File: src/hw/rtl/http_status_line_parser_macros.svh
// assertion macros for the status line parser
`ifndef HTTP_STATUS_LINE_PARSER_MACROS_SVH
`define HTTP_STATUS_LINE_PARSER_MACROS_SVH

// same-cycle implication
`define HSLP_ASSERT_NOW(label, ante, cons) \
    label: assert property (@(posedge clk) disable iff (!rst_n) (ante) |-> (cons)) \
        else $error("status line parser check failed");

// next-cycle implication
`define HSLP_ASSERT_NEXT(label, ante, cons) \
    label: assert property (@(posedge clk) disable iff (!rst_n) (ante) |=> (cons)) \
        else $error("status line parser check failed");

`endif

File: src/hw/rtl/hslp_pkg.sv
// types, codes and character helpers for the status line parser
package hslp_pkg;

    localparam int MAX_CODE_DIGITS_DEF = 3;
    localparam int MIN_CODE_DIGITS     = 3;
    localparam int CODE_LIMIT          = 999;
    localparam logic [11:0] MSG_LEN_RESET = 12'd1024;

    localparam logic [7:0] CH_H_UP  = 8'h48;
    localparam logic [7:0] CH_H_LO  = 8'h68;
    localparam logic [7:0] CH_T_UP  = 8'h54;
    localparam logic [7:0] CH_T_LO  = 8'h74;
    localparam logic [7:0] CH_P_UP  = 8'h50;
    localparam logic [7:0] CH_P_LO  = 8'h70;
    localparam logic [7:0] CH_SLASH = 8'h2f;
    localparam logic [7:0] CH_DOT   = 8'h2e;
    localparam logic [7:0] CH_SPACE = 8'h20;
    localparam logic [7:0] CH_CR    = 8'h0d;
    localparam logic [7:0] CH_LF    = 8'h0a;
    localparam logic [7:0] CH_ZERO  = 8'h30;
    localparam logic [7:0] CH_NINE  = 8'h39;

    typedef enum logic [3:0] {
        ST_NAME0 = 4'd0,
        ST_NAME1 = 4'd1,
        ST_NAME2 = 4'd2,
        ST_NAME3 = 4'd3,
        ST_NAME4 = 4'd4,
        ST_MAJOR = 4'd5,
        ST_DOT   = 4'd6,
        ST_MINOR = 4'd7,
        ST_SP1   = 4'd8,
        ST_CODE  = 4'd9,
        ST_MSG   = 4'd10,
        ST_CR    = 4'd11,
        ST_DONE  = 4'd12,
        ST_ERR   = 4'd13
    } state_t;

    typedef enum logic [3:0] {
        EV_WAIT     = 4'd0,
        EV_NAME     = 4'd1,
        EV_MAJOR    = 4'd2,
        EV_MINOR    = 4'd3,
        EV_CODE     = 4'd4,
        EV_CODE_END = 4'd5,
        EV_MSG      = 4'd6,
        EV_DONE     = 4'd7,
        EV_UNEXP    = 4'd8
    } event_t;

    typedef enum logic [1:0] {
        LS_PARSING = 2'd0,
        LS_OK      = 2'd1,
        LS_BAD     = 2'd2
    } line_status_t;

    localparam logic KIND_DATA    = 1'b0;
    localparam logic KIND_RESTART = 1'b1;

    typedef struct packed {
        logic       kind;
        logic [7:0] in_byte;
    } hslp_in_t;

    typedef struct packed {
        event_t       event_res;
        logic [7:0]   echo_byte;
        line_status_t line_status;
        logic [3:0]   major_version;
        logic [3:0]   minor_version;
        logic [9:0]   code_value;
        logic [11:0]  message_count;
    } hslp_out_t;

    function automatic logic is_digit(input logic [7:0] c);
        return (c >= CH_ZERO) && (c <= CH_NINE);
    endfunction

    // rfc 2046 bchars
    function automatic logic is_bchar(input logic [7:0] c);
        logic ok;
        ok = is_digit(c)
            || ((c >= 8'h41) && (c <= 8'h5a))
            || ((c >= 8'h61) && (c <= 8'h7a));
        case (c)
            8'h20, 8'h27, 8'h28, 8'h29, 8'h2b, 8'h5f,
            8'h2c, 8'h2d, 8'h2e, 8'h2f, 8'h3a, 8'h3d, 8'h3f: ok = 1'b1;
            default: ;
        endcase
        return ok;
    endfunction

endpackage

File: src/hw/rtl/http_status_line_parser.sv
// status line parser: one byte per beat, one result beat per byte
//
// channel  direction  payload      handshake
// byte     in         hslp_in_t    byte_valid / byte_ready
// res      out        hslp_out_t   res_valid  / res_ready
// cfg      in         12-bit data  cfg_valid  / cfg_ready
//
// one byte per cycle while res_ready is high; the result appears in the cycle after its byte is taken
// the parse state and result register set the pace, no other loop
// byte_ready drops only while a result is held and res_ready is low
// reset: start state, all captured values zero, message limit 1024
// cfg_ready is always high
`include "http_status_line_parser_macros.svh"

module http_status_line_parser
    import hslp_pkg::*;
#(
    parameter int MAX_CODE_DIGITS = MAX_CODE_DIGITS_DEF
)
(
    input  logic        clk,
    input  logic        rst_n,
    input  logic        byte_valid,
    output logic        byte_ready,
    input  hslp_in_t    byte_beat,
    output logic        res_valid,
    input  logic        res_ready,
    output hslp_out_t   res_beat,
    input  logic        cfg_valid,
    output logic        cfg_ready,
    input  logic [11:0] cfg_data
);

    localparam int CntW = $clog2(MAX_CODE_DIGITS + 1);

    state_t          state_reg, state_next;
    logic [3:0]      major_reg, major_next;
    logic [3:0]      minor_reg, minor_next;
    logic [9:0]      code_reg, code_next;
    logic [CntW-1:0] cnt_reg, cnt_next;
    logic [11:0]     msg_len_reg, msg_len_next;
    logic [11:0]     max_len_reg;
    logic            res_valid_reg;
    hslp_out_t       res_beat_reg, res_beat_next;

    logic            accept;
    logic [7:0]      c;
    logic            restart;
    event_t          ev;
    line_status_t    status;
    logic [13:0]     code_prod;

    assign accept     = byte_valid && byte_ready;
    assign byte_ready = !res_valid_reg || res_ready;
    assign cfg_ready  = 1'b1;
    assign res_valid  = res_valid_reg;
    assign res_beat   = res_beat_reg;
    assign c          = byte_beat.in_byte;
    assign restart    = (byte_beat.kind == KIND_RESTART);
    assign code_prod  = {1'b0, code_reg, 3'b000} + {3'b000, code_reg, 1'b0}
                      + {10'd0, c[3:0]};

    // event classification
    always_comb
    begin
        ev = EV_UNEXP;
        if (restart)
        begin
            ev = EV_WAIT;
        end
        else
        begin
            unique case (state_reg)
                ST_NAME0: if (c == CH_H_UP || c == CH_H_LO) ev = EV_NAME;
                ST_NAME1: if (c == CH_T_UP || c == CH_T_LO) ev = EV_NAME;
                ST_NAME2: if (c == CH_T_UP || c == CH_T_LO) ev = EV_NAME;
                ST_NAME3: if (c == CH_P_UP || c == CH_P_LO) ev = EV_NAME;
                ST_NAME4: if (c == CH_SLASH) ev = EV_NAME;
                ST_MAJOR: if (is_digit(c)) ev = EV_MAJOR;
                ST_DOT:   if (c == CH_DOT) ev = EV_WAIT;
                ST_MINOR: if (is_digit(c)) ev = EV_MINOR;
                ST_SP1:   if (c == CH_SPACE) ev = EV_WAIT;
                ST_CODE:
                begin
                    if (is_digit(c))
                    begin
                        if (cnt_reg < CntW'(MAX_CODE_DIGITS))
                            ev = EV_CODE;
                    end
                    else if (c == CH_SPACE && cnt_reg >= CntW'(MIN_CODE_DIGITS))
                    begin
                        ev = EV_CODE_END;
                    end
                end
                ST_MSG:
                begin
                    if (is_bchar(c))
                    begin
                        if (msg_len_reg < max_len_reg)
                            ev = EV_MSG;
                    end
                    else if (c == CH_CR)
                    begin
                        ev = EV_WAIT;
                    end
                end
                ST_CR:    if (c == CH_LF) ev = EV_DONE;
                default:  ev = EV_UNEXP;
            endcase
        end
        status = LS_PARSING;
        if (!restart && ev == EV_UNEXP)
            status = LS_BAD;
        else if (!restart && ev == EV_DONE)
            status = LS_OK;
    end

    // next state
    always_comb
    begin
        state_next = ST_ERR;
        if (restart)
        begin
            state_next = ST_NAME0;
        end
        else if (ev != EV_UNEXP)
        begin
            unique case (state_reg)
                ST_NAME0: state_next = ST_NAME1;
                ST_NAME1: state_next = ST_NAME2;
                ST_NAME2: state_next = ST_NAME3;
                ST_NAME3: state_next = ST_NAME4;
                ST_NAME4: state_next = ST_MAJOR;
                ST_MAJOR: state_next = ST_DOT;
                ST_DOT:   state_next = ST_MINOR;
                ST_MINOR: state_next = ST_SP1;
                ST_SP1:   state_next = ST_CODE;
                ST_CODE:  state_next = (ev == EV_CODE) ? ST_CODE : ST_MSG;
                ST_MSG:   state_next = (ev == EV_MSG) ? ST_MSG : ST_CR;
                ST_CR:    state_next = ST_DONE;
                default:  state_next = ST_ERR;
            endcase
        end
    end

    // captured values and result beat
    always_comb
    begin
        major_next   = major_reg;
        minor_next   = minor_reg;
        code_next    = code_reg;
        cnt_next     = cnt_reg;
        msg_len_next = msg_len_reg;
        if (restart)
        begin
            major_next   = '0;
            minor_next   = '0;
            code_next    = '0;
            cnt_next     = '0;
            msg_len_next = '0;
        end
        else
        begin
            case (ev)
                EV_MAJOR: major_next = c[3:0];
                EV_MINOR: minor_next = c[3:0];
                EV_CODE:
                begin
                    code_next = (code_prod > 14'(CODE_LIMIT)) ? 10'(CODE_LIMIT)
                                                              : code_prod[9:0];
                    cnt_next  = cnt_reg + CntW'(1);
                end
                EV_MSG:   msg_len_next = msg_len_reg + 12'd1;
                default: ;
            endcase
        end
        res_beat_next.event_res     = ev;
        res_beat_next.echo_byte     = restart ? 8'd0 : c;
        res_beat_next.line_status   = status;
        res_beat_next.major_version = major_next;
        res_beat_next.minor_version = minor_next;
        res_beat_next.code_value    = code_next;
        res_beat_next.message_count = msg_len_next;
    end

    always_ff @(posedge clk or negedge rst_n)
    begin
        if (!rst_n)
        begin
            state_reg     <= ST_NAME0;
            major_reg     <= '0;
            minor_reg     <= '0;
            code_reg      <= '0;
            cnt_reg       <= '0;
            msg_len_reg   <= '0;
            max_len_reg   <= MSG_LEN_RESET;
            res_valid_reg <= 1'b0;
        end
        else
        begin
            if (cfg_valid && cfg_ready)
                max_len_reg <= cfg_data;
            if (accept)
            begin
                state_reg   <= state_next;
                major_reg   <= major_next;
                minor_reg   <= minor_next;
                code_reg    <= code_next;
                cnt_reg     <= cnt_next;
                msg_len_reg <= msg_len_next;
            end
            if (accept)
                res_valid_reg <= 1'b1;
            else if (res_ready)
                res_valid_reg <= 1'b0;
        end
    end

    always_ff @(posedge clk)
    begin
        if (accept)
            res_beat_reg <= res_beat_next;
    end

    `HSLP_ASSERT_NEXT(a_restart_clears, accept && restart,
        state_reg == ST_NAME0 && code_reg == 10'd0 && msg_len_reg == 12'd0 && cnt_reg == '0)
    `HSLP_ASSERT_NEXT(a_closed_line_unexp,
        accept && !restart && (state_reg == ST_DONE || state_reg == ST_ERR),
        res_beat_reg.event_res == EV_UNEXP && res_beat_reg.line_status == LS_BAD)
    `HSLP_ASSERT_NOW(a_digit_count_bound, 1'b1, cnt_reg <= CntW'(MAX_CODE_DIGITS))
    `HSLP_ASSERT_NEXT(a_accept_gives_result, accept, res_valid_reg)

endmodule
File: config.mk
export PLATFORM = sky130hd
export DESIGN_NAME = http_status_line_parser
export DESIGN_NICKNAME = d
export VERILOG_FILES = /design/src/hw/rtl/hslp_pkg.sv /design/src/hw/rtl/http_status_line_parser.sv
export VERILOG_INCLUDE_DIRS = /design/src /design/src/hw/rtl
export SDC_FILE = /design/constraint.sdc
export NUM_CORES = 1
export LEC_CHECK = 0
export BUFFER_PORTS_ARGS = -buffer_cell sky130_fd_sc_hd__buf_2
export CAP_MARGIN = 0
export CORE_AREA = 3 3 134 97
export CTS_BUF_LIST = sky130_fd_sc_hd__clkbuf_8 sky130_fd_sc_hd__clkbuf_16
export DETAILED_ROUTE_END_ITERATION = 8
export DIE_AREA = 0 0 137 100
export GPL_ROUTABILITY_DRIVEN = 1
export PLACE_DENSITY = 0.72
export SYNTH_ARGS = -nofsm -noshare
export SYNTH_HDL_FRONTEND = slang
export SYNTH_SLANG_ARGS = --single-unit
File: constraint.sdc
create_clock -name clk -period 3.2 [get_ports clk]
set_input_delay 0.64 -clock clk [delete_from_list [all_inputs] [get_ports clk]]
set_output_delay 0.64 -clock clk [all_outputs]
set_load 0.01 [all_outputs]
==> impl_metrics.json <==
{
  "cp.required_ns": 3.27,
  "fin_util": 0.5907,
  "synth_top_area_frac": 0.2241,
  "hold_path.class": "input pin to asynchronous set/reset pin",
  "clock.fmax_mhz": 314.9,
  "ys_async_sr_fraction": 0.5269,
  "wl_met3_um": 1173,
  "worstReg2RegStart": "code_reg[0]$_DFFE_PN0P_",
  "ys_ff_latch": 93,
  "endpoint_kind": "flop",
  "synth_top_flop_cell": "dfrtp_1",
  "tightest_slew_ns": 0.6479,
  "grt_pass1_vias": 4616,
  "rsz0062_at_grt": "yes",
  "r2r_setup_slack_ns": 0.03,
  "drc_errors": 0,
  "synth_compound_area_frac": 0.2016,
  "cp.arrival_ns": 3.25,
  "timing.rr.end": "res_beat[15]$_DFFE_PP_",
  "route.met2.wl_um": 6422,
  "grt-ovfl-total": 0,
  "synth_top_family_by_area": "compound AO/OA/AOI/OAI gates",
  "synth_xor_area_frac": 0.007428,
  "leakagePower_nw": 3.159,
  "htreeDepth": 3,
  "final_hold_viol_count": 0,
  "cts_num_sinks": 93,
  "routedWlPerCell_um": 17.14,
  "cts_made_buffers": 9,
  "slew_headroom": 0.5681,
  "coreArea_um2": 11730,
  "synth_seq_area_share": 0.4323,
  "drt_iter0_drc": 522,
  "synth_top_area_cell": "edfxtp_1",
  "path_clk_slew_ns": 0.06,
  "grt_use_total": 0.2096,
  "p_per_area_nw_per_um2": 431.9,
  "cp_max_fo": 8,
  "fin_crit_sh": 0.9925,
  "antenna_found_initial": 0,
  "drive_above_1_share": 0.2409,
  "tritoncts": "done",
  "area_delta_synth_final_pct": 17.49,
  "synth_nets": 659,
  "wl_met1_um": 6691,
  "fin_nets": 740,
  "syn_inst": 599,
  "synth_most_common_cell": "nand2_1",
  "synthSimpleGateAreaFrac": 0.1999,
  "maxCapViolCount": 0,
  "die_h_um": 100,
  "clockRootBuffer": "clkbuf_16",
  "postRouteAntennaNets": 0,
  "synth_edf_count": 44,
  "reg2regPathDepth": 9,
  "grt_start_max_net_pins": 51,
  "portBuffers": 71,
  "rows": 33,
  "die_x_um": 137,
  "crit_type": "input pin to flop",
  "synthAdderAreaFrac": 0.07470,
  "wl_um": 14440,
  "start_util": 0.5028,
  "layout_setup_ws_ns": 0.02392,
  "peakVddDrop_mv": 0.2877,
  "ioPinCount": 73,
  "synthMuxAreaShare": 0.02780,
  "clock_skew_ns": 0.005766,
  "avgViaCountPerCell": 5.995,
  "status": "completed",
  "vias": 5048,
  "finalMaxSlewViolations": 0,
  "netlist_top_cells_area": "edfxtp_1, dfrtp_1, ha_1",
  "cts_buffer_depth": 2,
  "drt-pass1-iter-count": 5,
  "finalSetupViolCount": 0,
  "netlist_area_um2": 5896,
  "syn_avg_cell_area_um2": 9.842,
  "clk_latency_ns": 0.34,
  "largest_register_ff_count": 44,
  "place_ws_ns": -0.3412,
  "grt_pass1_wl_um": 22940,
  "hpwl_um": 10190,
  "ys_warn_count": 0,
  "cts_hold_buffers": 0,
  "period_needed_ns": 3.176,
  "num_antenna_cells": 0,
  "cp-start-kind": "input pin",
  "die_area_um2": 13700,
  "synthDistinctLibCells": 79,
  "dr.max_layer_used": "met4",
  "ys_top_cells_by_count": "nand2_1, dfrtp_1, edfxtp_1, o21ai_0, nor2_1",
  "gp_congestion": 0.9421
}
[cell usage in the layout, fill, tap and decap left out, types with 4 or more instances in the layout]
cell type and n:
nor2b_1 12, o221ai_1 6, edfxtp_1 44, a211oi_2 6
nor3_1 6, and3_1 8, nor2_1 43, buf_2 71
ha_1 31, clkbuf_16 10, a31o_2 4, inv_1 28
and2_1 5, or2_2 4, mux2i_1 13, buf_4 40
nand4b_1 4, a211o_1 6, o21ai_0 43, and4_1 4
a2111oi_2 5, nor4_1 6, nor4b_1 5, a21o_1 5
a22o_1 7, nand2b_1 13, o211ai_1 5, nand2_1 57
o21a_1 7, a2111oi_0 4, a21oi_1 26, and4b_1 4
dfrtp_1 48, nand3_1 13, nand4_1 9, o22ai_1 4
[cells by family after synthesis]
logic type      count (synthesis)
compound gates                169
simple gates                  212
xor+xnor                        5
flops                          93
mux                            16
fa+ha+maj                      34
buf+inv                        69
other cells                     1
[what timing repair did]
action	CTS	global route
resized for setup	3	18
endpoints found under the setup margin	3	19
buffers inserted	0	2
pin swaps	0	10
[per-layer routing]
layer | GRT usage | up-vias
met5 | 0 | -
met4 | 0.05061 | 0
met3 | 0.04459 | 19
met2 | 0.3153 | 213
met1 | 0.3104 | 2410
li1 | - | 2406
[area by class of cell]
cell class | count | area [um^2]
Clock buffer | 11 | 264.0
Clock inverter | 5 | 23.77
Fill cell | 1031 | 4800
Inverter | 27 | 101.3
Multi-Input combinational cell | 437 | 3126
Sequential cell | 93 | 2549
Tap cell | 157 | 196.4
Timing Repair Buffer | 112 | 666.9
[critical path, stage by stage]
cell	delay, ns
buf_2	0.11
fa_1	0.50
ha_1	0.32
a211o_1	0.32
a211oi_2	0.24
nor2_1	0.11
o311a_1	0.35
o41ai_4	0.38
buf_6	0.19
o41ai_1	0.07
[through the flow]
step	TNS [ns]	instances	area (um^2)	hold slack [ns]	total power [W]
2_1_floorplan	-0.6169	599	5928	0.3444	0.001807
3_3_place_gp	-4.659	824	6534	0.4851	0.001964
3_5_place_dp	-5.333	824	6534	0.4880	0.001979
4_1_cts	0	840	6833	0.4305	0.003002
5_1_grt	-1.094	842	6927	0.4635	0.003140
6_report	0	842	6927	0.4119	0.002991
[power by group]
part	total, W	switching (W)	internal, W
Sequential	0.00144	0.0000972	0.00134
Combinational	0.000534	0.000315	0.000219
Clock	0.00102	0.000433	0.000587
Total	0.00299	0.000845	0.00215
[worst max path at each step]
stage	cells past startpoint	startpoint	slack (ns)	end
after floorplan	9	byte_beat[3]	-0.12	code_reg[3]$_DFFE_PN0P_
after global placement	11	byte_beat[3]	-0.30	res_beat[12]$_DFFE_PP_
after detailed placement	11	byte_beat[3]	-0.34	res_beat[20]$_DFFE_PP_
after CTS	10	code_reg[0]$_DFFE_PN0P_	0.01	code_reg[4]$_DFFE_PN0P_
after global routing	12	code_reg[1]$_DFFE_PN0P_	-0.13	code_reg[3]$_DFFE_PN0P_
final	10	byte_beat[3]	0.02	res_beat[15]$_DFFE_PP_
Note: power is estimated with default switching activity, not from simulation.
